==> src/design/tcw_pkg.sv <==
// Shared constants, types and helper functions for the text console writer.
// Depends on nothing; tcw_seq and text_console_writer import it.
`default_nettype none

package tcw_pkg;

    // Screen geometry
    localparam int COLUMNS    = 80;
    localparam int ROWS       = 25;
    localparam int TAB_SPACES = 4;
    localparam int CELL_COUNT = COLUMNS * ROWS;
    localparam int COPY_COUNT = CELL_COUNT - COLUMNS;

    // Field widths
    localparam int FUNC_W  = 2;
    localparam int CHAR_W  = 8;
    localparam int INDEX_W = 11;
    localparam int POS_W   = 11;
    localparam int ATTR_W  = 8;
    localparam int CELL_W  = ATTR_W + CHAR_W;

    // Derived widths
    localparam int ADDR_W = $clog2(CELL_COUNT);
    localparam int PTR_W  = $clog2(CELL_COUNT + 1);
    localparam int COL_W  = $clog2(COLUMNS);
    localparam int ROW_W  = $clog2(ROWS);
    localparam int TAB_W  = $clog2(TAB_SPACES + 1);

    localparam logic [ATTR_W-1:0] RESET_ATTR = 8'h07;

    // Operation codes
    localparam logic [FUNC_W-1:0] FUNC_PUT   = 2'd0;
    localparam logic [FUNC_W-1:0] FUNC_CLEAR = 2'd1;
    localparam logic [FUNC_W-1:0] FUNC_READ  = 2'd2;

    // Control characters
    localparam logic [CHAR_W-1:0] CHAR_BACKSPACE = 8'd8;
    localparam logic [CHAR_W-1:0] CHAR_TAB       = 8'd9;
    localparam logic [CHAR_W-1:0] CHAR_NEWLINE   = 8'd10;
    localparam logic [CHAR_W-1:0] CHAR_RETURN    = 8'd13;
    localparam logic [CHAR_W-1:0] CHAR_SPACE     = 8'd32;

    typedef logic [CELL_W-1:0] cell_t;
    typedef logic [ADDR_W-1:0] addr_t;

    typedef struct packed {
        logic  we;
        addr_t waddr;
        cell_t wdata;
        logic  re;
        addr_t raddr;
    } mem_req_t;

    typedef struct packed {
        logic             valid;
        logic [POS_W-1:0] cursor_pos;
        cell_t            cell_data;
    } result_t;

    function automatic addr_t cell_index(input logic [ROW_W-1:0] row,
                                         input logic [COL_W-1:0] col);
        return ADDR_W'(row) * ADDR_W'(COLUMNS) + ADDR_W'(col);
    endfunction

    function automatic logic [POS_W-1:0] linear_pos(input logic [ROW_W-1:0] row,
                                                    input logic [COL_W-1:0] col);
        logic [31:0] lin;
        lin = 32'(row) * 32'(COLUMNS) + 32'(col);
        return lin[POS_W-1:0];
    endfunction

endpackage

`default_nettype wire

==> src/design/tcw_seq.sv <==
// Sequencer of the text console writer: cursor, item decode and memory sweeps.
// Depends on tcw_pkg; drives the cell RAM through a mem_req_t.
`default_nettype none

module tcw_seq (
    input  wire logic                           aclk,
    input  wire logic                           aresetn,
    input  wire logic                           s_valid,
    output logic                                s_ready,
    input  wire logic [tcw_pkg::FUNC_W-1:0]     s_func,
    input  wire logic [tcw_pkg::CHAR_W-1:0]     s_char_code,
    input  wire logic [tcw_pkg::INDEX_W-1:0]    s_read_index,
    input  wire logic [tcw_pkg::ATTR_W-1:0]     attr,
    input  wire logic                           out_free,
    input  wire tcw_pkg::cell_t                 rd_data,
    output tcw_pkg::mem_req_t                   mem_req,
    output tcw_pkg::result_t                    result
);

    import tcw_pkg::*;

    localparam logic [2:0] ST_IDLE  = 3'd0;
    localparam logic [2:0] ST_GLYPH = 3'd1;
    localparam logic [2:0] ST_BLANK = 3'd2;
    localparam logic [2:0] ST_SWEEP = 3'd3;
    localparam logic [2:0] ST_READ  = 3'd4;
    localparam logic [2:0] ST_DONE  = 3'd5;

    localparam logic [1:0] SW_INIT   = 2'd0;
    localparam logic [1:0] SW_CLEAR  = 2'd1;
    localparam logic [1:0] SW_SCROLL = 2'd2;

    localparam logic [COL_W-1:0] COL_LAST = COL_W'(COLUMNS - 1);
    localparam logic [ROW_W-1:0] ROW_LAST = ROW_W'(ROWS - 1);

    logic [2:0]        state_reg, state_next;
    logic [1:0]        mode_reg,  mode_next;
    logic [PTR_W-1:0]  ptr_reg,   ptr_next;
    logic [COL_W-1:0]  col_reg,   col_next;
    logic [ROW_W-1:0]  row_reg,   row_next;
    logic [TAB_W-1:0]  tab_reg,   tab_next;
    logic [CHAR_W-1:0] char_reg,  char_next;
    cell_t             data_reg,  data_next;

    addr_t             cur_idx;
    logic [ATTR_W-1:0] blank_attr;
    logic [TAB_W-1:0]  tab_dec;

    always_comb begin
        state_next = state_reg;
        mode_next  = mode_reg;
        ptr_next   = ptr_reg;
        col_next   = col_reg;
        row_next   = row_reg;
        tab_next   = tab_reg;
        char_next  = char_reg;
        data_next  = data_reg;

        cur_idx    = cell_index(row_reg, col_reg);
        blank_attr = (mode_reg == SW_INIT) ? RESET_ATTR : attr;
        tab_dec    = tab_reg - 1'b1;

        s_ready           = (state_reg == ST_IDLE);
        mem_req           = '0;
        result.valid      = 1'b0;
        result.cursor_pos = linear_pos(row_reg, col_reg);
        result.cell_data  = data_reg;

        case (state_reg)
            ST_IDLE: begin
                if (s_valid) begin
                    data_next  = '0;
                    state_next = ST_DONE;
                    case (s_func)
                        FUNC_PUT: begin
                            case (s_char_code)
                                CHAR_NEWLINE: begin
                                    col_next = '0;
                                    tab_next = '0;
                                    if (row_reg == ROW_LAST) begin
                                        mode_next  = SW_SCROLL;
                                        ptr_next   = '0;
                                        state_next = ST_SWEEP;
                                    end else begin
                                        row_next = row_reg + 1'b1;
                                    end
                                end
                                CHAR_RETURN: begin
                                    col_next = '0;
                                end
                                CHAR_BACKSPACE: begin
                                    // top-left corner: nothing moves, nothing blanked
                                    if (col_reg != '0 || row_reg != '0) begin
                                        if (col_reg == '0) begin
                                            col_next = COL_LAST;
                                            row_next = row_reg - 1'b1;
                                        end else begin
                                            col_next = col_reg - 1'b1;
                                        end
                                        state_next = ST_BLANK;
                                    end
                                end
                                CHAR_TAB: begin
                                    char_next  = CHAR_SPACE;
                                    tab_next   = TAB_W'(TAB_SPACES);
                                    state_next = ST_GLYPH;
                                end
                                default: begin
                                    char_next  = s_char_code;
                                    tab_next   = TAB_W'(1);
                                    state_next = ST_GLYPH;
                                end
                            endcase
                        end
                        FUNC_CLEAR: begin
                            col_next   = '0;
                            row_next   = '0;
                            tab_next   = '0;
                            mode_next  = SW_CLEAR;
                            ptr_next   = '0;
                            state_next = ST_SWEEP;
                        end
                        FUNC_READ: begin
                            if (32'(s_read_index) < 32'(CELL_COUNT)) begin
                                mem_req.re    = 1'b1;
                                mem_req.raddr = ADDR_W'(s_read_index);
                                state_next    = ST_READ;
                            end
                        end
                        default: begin
                            state_next = ST_DONE;
                        end
                    endcase
                end
            end

            ST_GLYPH: begin
                mem_req.we    = 1'b1;
                mem_req.waddr = cur_idx;
                mem_req.wdata = {attr, char_reg};
                tab_next      = tab_dec;
                state_next    = (tab_dec != '0) ? ST_GLYPH : ST_DONE;
                if (col_reg == COL_LAST) begin
                    col_next = '0;
                    if (row_reg == ROW_LAST) begin
                        mode_next  = SW_SCROLL;
                        ptr_next   = '0;
                        state_next = ST_SWEEP;
                    end else begin
                        row_next = row_reg + 1'b1;
                    end
                end else begin
                    col_next = col_reg + 1'b1;
                end
            end

            ST_BLANK: begin
                mem_req.we    = 1'b1;
                mem_req.waddr = cur_idx;
                mem_req.wdata = {attr, {CHAR_W{1'b0}}};
                state_next    = ST_DONE;
            end

            ST_SWEEP: begin
                // read one row ahead; the write trails one address behind, using the registered read data
                mem_req.re    = (mode_reg == SW_SCROLL) && (ptr_reg < PTR_W'(COPY_COUNT));
                mem_req.raddr = ADDR_W'(ptr_reg + PTR_W'(COLUMNS));
                mem_req.we    = (ptr_reg != '0);
                mem_req.waddr = ADDR_W'(ptr_reg - 1'b1);
                if ((mode_reg == SW_SCROLL) && (ptr_reg <= PTR_W'(COPY_COUNT))) begin
                    mem_req.wdata = rd_data;
                end else begin
                    mem_req.wdata = {blank_attr, {CHAR_W{1'b0}}};
                end
                if (ptr_reg == PTR_W'(CELL_COUNT)) begin
                    case (mode_reg)
                        SW_INIT:   state_next = ST_IDLE;
                        SW_SCROLL: state_next = (tab_reg != '0) ? ST_GLYPH : ST_DONE;
                        default:   state_next = ST_DONE;
                    endcase
                end else begin
                    ptr_next = ptr_reg + 1'b1;
                end
            end

            ST_READ: begin
                data_next  = rd_data;
                state_next = ST_DONE;
            end

            ST_DONE: begin
                if (out_free) begin
                    result.valid = 1'b1;
                    state_next   = ST_IDLE;
                end
            end

            default: begin
                state_next = ST_IDLE;
            end
        endcase
    end

    always_ff @(posedge aclk) begin
        if (!aresetn) begin
            state_reg <= ST_SWEEP;
            mode_reg  <= SW_INIT;
            ptr_reg   <= '0;
            col_reg   <= '0;
            row_reg   <= '0;
            tab_reg   <= '0;
        end else begin
            state_reg <= state_next;
            mode_reg  <= mode_next;
            ptr_reg   <= ptr_next;
            col_reg   <= col_next;
            row_reg   <= row_next;
            tab_reg   <= tab_next;
        end
        char_reg <= char_next;
        data_reg <= data_next;
    end

endmodule

`default_nettype wire

==> config.mk <==
export PLATFORM = sky130hd
export DESIGN_NAME = tcw_seq
export DESIGN_NICKNAME = d
export VERILOG_FILES = /design/src/design/tcw_pkg.sv /design/src/design/tcw_seq.sv
export SDC_FILE = /design/constraint.sdc
export NUM_CORES = 1
export LEC_CHECK = 0
export BUFFER_PORTS_ARGS = -buffer_cell sky130_fd_sc_hd__buf_4
export CAP_MARGIN = 0
export CORE_MARGIN = 8
export CORE_UTILIZATION = 44
export CTS_CLUSTER_SIZE = 12
export DETAILED_ROUTE_END_ITERATION = 16
export GPL_ROUTABILITY_DRIVEN = 0
export PLACE_DENSITY_LB_ADDON = 0.05
export RECOVER_POWER = 50
export SLEW_MARGIN = 40
export SYNTH_ARGS = -nofsm -noshare
export SYNTH_HDL_FRONTEND = slang
export SYNTH_SLANG_ARGS = --single-unit
==> constraint.sdc <==
create_clock -name aclk -period 7.8 [get_ports aclk]
set_input_delay 1.56 -clock aclk [delete_from_list [all_inputs] [get_ports aclk]]
set_output_delay 1.56 -clock aclk [all_outputs]
set_load 0.02 [all_outputs]
# [Yosys cells after proc, flatten, opt, wreduce, memory -nomap -nowiden]
# Index checks and enable logic that the tools add are counted.
[op_classes] n_addsub=10 mul=2 n_lt_le_gt_ge=3 n_eq_ne=27 n_mux=58 n_bitwise=1 n_reduce_logical=27
[ops] cell="case mux 28 bit (3 select lines)" count=1
[ops] cell="2-to-1 mux 11 bit" count=5
[ops] cell="case mux 7 bit (2 select lines)" count=3
[ops] cell="2-to-1 mux 12 bit" count=3
[ops] cell="case mux 11 bit (3 select lines)" count=1
[ops] cell="equality test 8 x 4 -> 1 bit (second input constant)" count=4
[ops] cell="2-to-1 mux 16 bit" count=2
[ops] cell="case mux 16 bit (2 select lines)" count=1
[ops] cell="2-to-1 mux 3 bit" count=10
[ops] cell="case mux 5 bit (2 select lines)" count=3
[ops] cell="2-to-1 mux 7 bit" count=4
[ops] cell="case mux 3 bit (3 select lines)" count=3
[ops] cell="2-to-1 mux 5 bit" count=5
[ops] cell="case mux 12 bit (2 select lines)" count=1
[ops] cell="adder 11 x 7 -> 11 bit" count=2
[ops] cell="< comparator 11 bit (second input constant)" count=2
[ops] cell="case mux 11 bit (2 select lines)" count=1
[ops] cell="case mux 3 bit (2 select lines)" count=3
[ops] cell="case mux 8 bit (2 select lines)" count=1
[ops] cell="case mux 3 bit (5 select lines)" count=1
[ops] cell="multiplier 5 x 3 -> 7 bit (second input constant)" count=2
[ops] cell="adder 11 x 1 -> 11 bit (second input constant)" count=1
[ops] cell="adder 11 x 7 -> 11 bit (second input constant)" count=1
[ops] cell="equality test 11 bit (second input constant)" count=1
[ops] cell="other kinds (44)" count=67
[totals] ff_bits=55 output_inout_bits=69 word_cells=136

# [Logic depth before layout (Yosys ltp)]
[depth] depth_word=7 depth_mapped=9 mapped_depth_nobuf=9

# [Worst setup path before layout]
# OpenSTA, ideal clock, no wires.
[synth_timing] path_type="in2out" from="input port s_read_index[5] (netlist name)" to="output port mem_req[0] (netlist name)" arrival_ns=2.613 required_time_ns=6.240 path_slack_ns=3.627 stages=6 cell_sequence="o21ai_0 > nor2_1 > nor3_1 > clkbuf_1 > nand2_1 > o21ai_0"
[synth_lines] element="start, declared" line_no="tcw_seq.sv:12" text="input wire logic [tcw_pkg::INDEX_W-1:0] s_read_index,"
[synth_lines] element="end, declared" line_no="tcw_seq.sv:16" text="output tcw_pkg::mem_req_t mem_req,"

==> insert_results.sql <==
INSERT INTO impl_metrics (metric_group, metric, value, unit) VALUES
('detailed_routing', 'drt-pass1-iter-count', '4', ''),
('clock_tree', 'clk_pin_slew_worst_paths', '0.11', 'ns'),
('clock_tree', 'clock_sinks', '55', ''),
('die', 'number_of_cell_rows', '37', ''),
('grt', 'grt_pass1_vias', '4445', ''),
('sta', 'fin_skew', '0.01024', 'ns'),
('min_path', 'hold_path_sink', 'tab_reg[0]', ''),
('power', 'worst_ir_drop_vdd', '0.1472', 'mV'),
('grt', 'pin_count_of_the_biggest_net_entering_global_routing', '26', ''),
('clock_tree', 'cts_resized', '0', ''),
('sta', 'worst_slew_pin_slew', '0.7113', 'ns'),
('clock_tree', 'worst_skew_pair.late_latency', '0.32', 'ns'),
('critical_path', 'critical_path_sink_type', 'output pin', ''),
('job', 'max_cap_violations', '0', ''),
('die', 'fp.coreArea', '10180', 'sq um'),
('logic_synthesis', 'syn_nets', '639', ''),
('place', 'dpl_cell_area', '5410', 'sq um'),
('logic_synthesis', 'seq_area_frac_synth', '0.2950', ''),
('die', 'fp.dieArea', '13840', 'sq um'),
('sta', 'tns', '0', 'ns'),
('critical_path', 'rr_startpoint', 'state_reg[2]', ''),
('logic_synthesis', 'avgSynthCellArea', '8.062', 'sq um'),
('die', 'top_level_ports', '118', ''),
('logic_synthesis', 'count_of_flip_flops_with_a_built_in_enable_after_synthesis', '24', ''),
('power', 'power_per_cell_area', '304.7', 'nW/um^2'),
('critical_path', 'cpPeakStageDelay', '0.56', 'ns'),
('power', 'cell_internal_pwr', '805.1', 'uW'),
('logic_synthesis', 'yosys.area.top_type_share', '0.1585', ''),
('detailed_routing', 'via_density_per_instance', '5.794', ''),
('logic_synthesis', 'synth_warnings', '0', ''),
('detailed_routing', 'dr_vias', '4519', ''),
('grt', 'gr-usage-all-layers', '0.2012', ''),
('sta', 'final_period_minus_worst_setup_slack', '4.615', 'ns'),
('logic_synthesis', 'syn_area', '4547', 'sq um'),
('power', 'power_frac_seq', '0.226', ''),
('logic_synthesis', 'synthArstFlopShare', '0', ''),
('critical_path', 'worst_setup_path_start_kind', 'flop', ''),
('place', 'dp.final_hpwl', '11070', 'um'),
('min_path', 'min_path_cells', '1', ''),
('layout', 'max_reg_flops', '16', ''),
('clock_tree', 'cts_inserted_buffers', '5', ''),
('critical_path', 'cp_max_fo', '8', ''),
('logic_synthesis', 'synth.most_common_cell', 'nand2_1', ''),
('sta', 'finalCritPeriodShare', '0.5917', ''),
('die', 'initial_utilization', '0.4464', ''),
('clock_tree', 'clock_tree.root_cell', 'clkbuf_8', ''),
('sta', 'finalSetupViolations', '0', ''),
('power', 'fin_total_pwr', '1627', 'uW'),
('logic_synthesis', 'synth.distinct_cells', '78', ''),
('critical_path', 'slowest_stage', 'o21ai_0', ''),
('sta', 'final-hold-violation-count', '0', ''),
('die', 'die_w', '117.7', 'um'),
('grt', 'wire_length_of_the_first_global_routing_pass', '23200', 'um'),
('power', 'power.share.combinational', '0.670', ''),
('layout', 'antenna_cells', '0', ''),
('critical_path', 'setup.worst_path.class', 'flop to output pin', ''),
('status', 'outcome', 'completed', ''),
('power', 'p_sw_frac', '0.5051', ''),
('logic_synthesis', 'synth_seq_cells', '55', ''),
('power', 'static-leakage-power', '0.002122', 'uW'),
('grt', 'globalRoute.totalOverflow', '0', ''),
('clock_tree', 'cts_tree', 'built', ''),
('detailed_routing', 'iteration_0_drc_markers', '218', ''),
('layout', 'layout-drive-gt1-share', '0.1894', ''),
('clock_tree', 'postCtsHoldBufs', '0', ''),
('detailed_routing', 'drt_drc_violations_left', '0', ''),
('critical_path', 'crit_path_frequent_cell', 'o21ai_0', ''),
('sta', 'grt_setup_unrepaired', 'no', ''),
('min_path', 'timing.hold.worst.start', 'tab_reg[0]', ''),
('critical_path', 'r2r_setup_slack', '4.88', 'ns'),
('sta', 'slew_violations', '0', '');
cells by family (layout without fill, tap and decap cells):
family          count (synthesis)  in the layout  share of synthesized area
fa+ha+maj                      26             26                    0.07485
xor+xnor                       25             25                    0.04816
buf+inv                        66            146                    0.06329
simple gates                  232            232                     0.2694
mux                             2              2                   0.004403
flops                          55             55                     0.2950
compound gates                158            158                     0.2449
power by group through the flow:
| stage | Sequential, uW | Combinational [uW] | Clock [uW] |
|---|---|---|---|
| final | 368 | 1090 | 169 |
| after global routing | 375 | 1190 | 181 |
| after CTS | 368 | 1100 | 172 |
| after detailed placement | 374 | 1100 | 0 |
| after global placement | 374 | 1090 | 0 |
| after floorplan | 354 | 745 | 0 |
worst max path at each step:
| stage | cells after the start | start | to | slack [ns] |
|---|---|---|---|---|
| CTS | 5 | state_reg[0] | mem_req[26] | 3.12 |
| global route | 9 | ptr_reg[0] | mem_req[23] | 2.95 |
| global placement | 5 | s_func[0] | mem_req[7] | 3.08 |
| detailed placement | 7 | s_read_index[5] | mem_req[9] | 3.32 |
| floorplan | 6 | s_read_index[5] | mem_req[0] | 3.63 |
| finish | 9 | ptr_reg[0] | mem_req[26] | 3.18 |
metrics by stage:
step	std cells	util	hold slack [ns]	setup WS (ns)
floorplan	564	-	0.4837	3.627
global placement	772	0.5305	0.5140	3.077
detailed placement	772	0.5312	0.5217	3.322
CTS	780	0.5399	0.5387	3.120
global route	780	0.5242	0.5900	2.953
finish	780	0.5242	0.5364	3.185
final cells by class:
class                      instances  area (sq um)  share of cell area
clock buffer                       6         72.57             0.01359
multi-input combinational        443          2900              0.5432
clock inverter                     2         16.27            0.003047
inverter                          17         65.06             0.01219
tap                              136         170.2             0.03187
timing repair buffer             121         773.2              0.1448
sequential                        55          1341              0.2512
worst max-delay path: cells and delay by family (launching register included):
family                   cells  cell delay (ns)
adder cells (fa/ha/maj)      1             0.23
flip-flops                   1             0.48
buffers and inverters        2             0.27
AO/OA/AOI/OAI                4             1.47
AND/OR/NAND/NOR              2             0.29
layout by cell type, fill, tap and decap left out, types with 6 or more instances in the layout:
cell / instances
a21oi_1: 25
a22o_1: 19
a31oi_1: 6
and3_1: 23
buf_4: 78
clkbuf_1: 37
clkbuf_4: 7
dfxtp_1: 31
edfxtp_1: 24
ha_1: 24
inv_1: 16
nand2_1: 57
nand2b_1: 6
nand3_1: 12
nand4_1: 10
nor2_1: 49
nor2b_1: 13
nor3_1: 22
o21ai_0: 49
o221a_2: 6
xnor2_1: 16
xor2_1: 9
per-layer routing:
layer | track usage | vias to the layer above | wire [um]
met5 | 0 | - | 0
met4 | 0.06805 | 0 | 325
met3 | 0.05084 | 24 | 994
met2 | 0.3255 | 160 | 6601
met1 | 0.2551 | 2119 | 6375
li1 | - | 2216 | -
No activity file was read; power rests on OpenSTA's default activity.
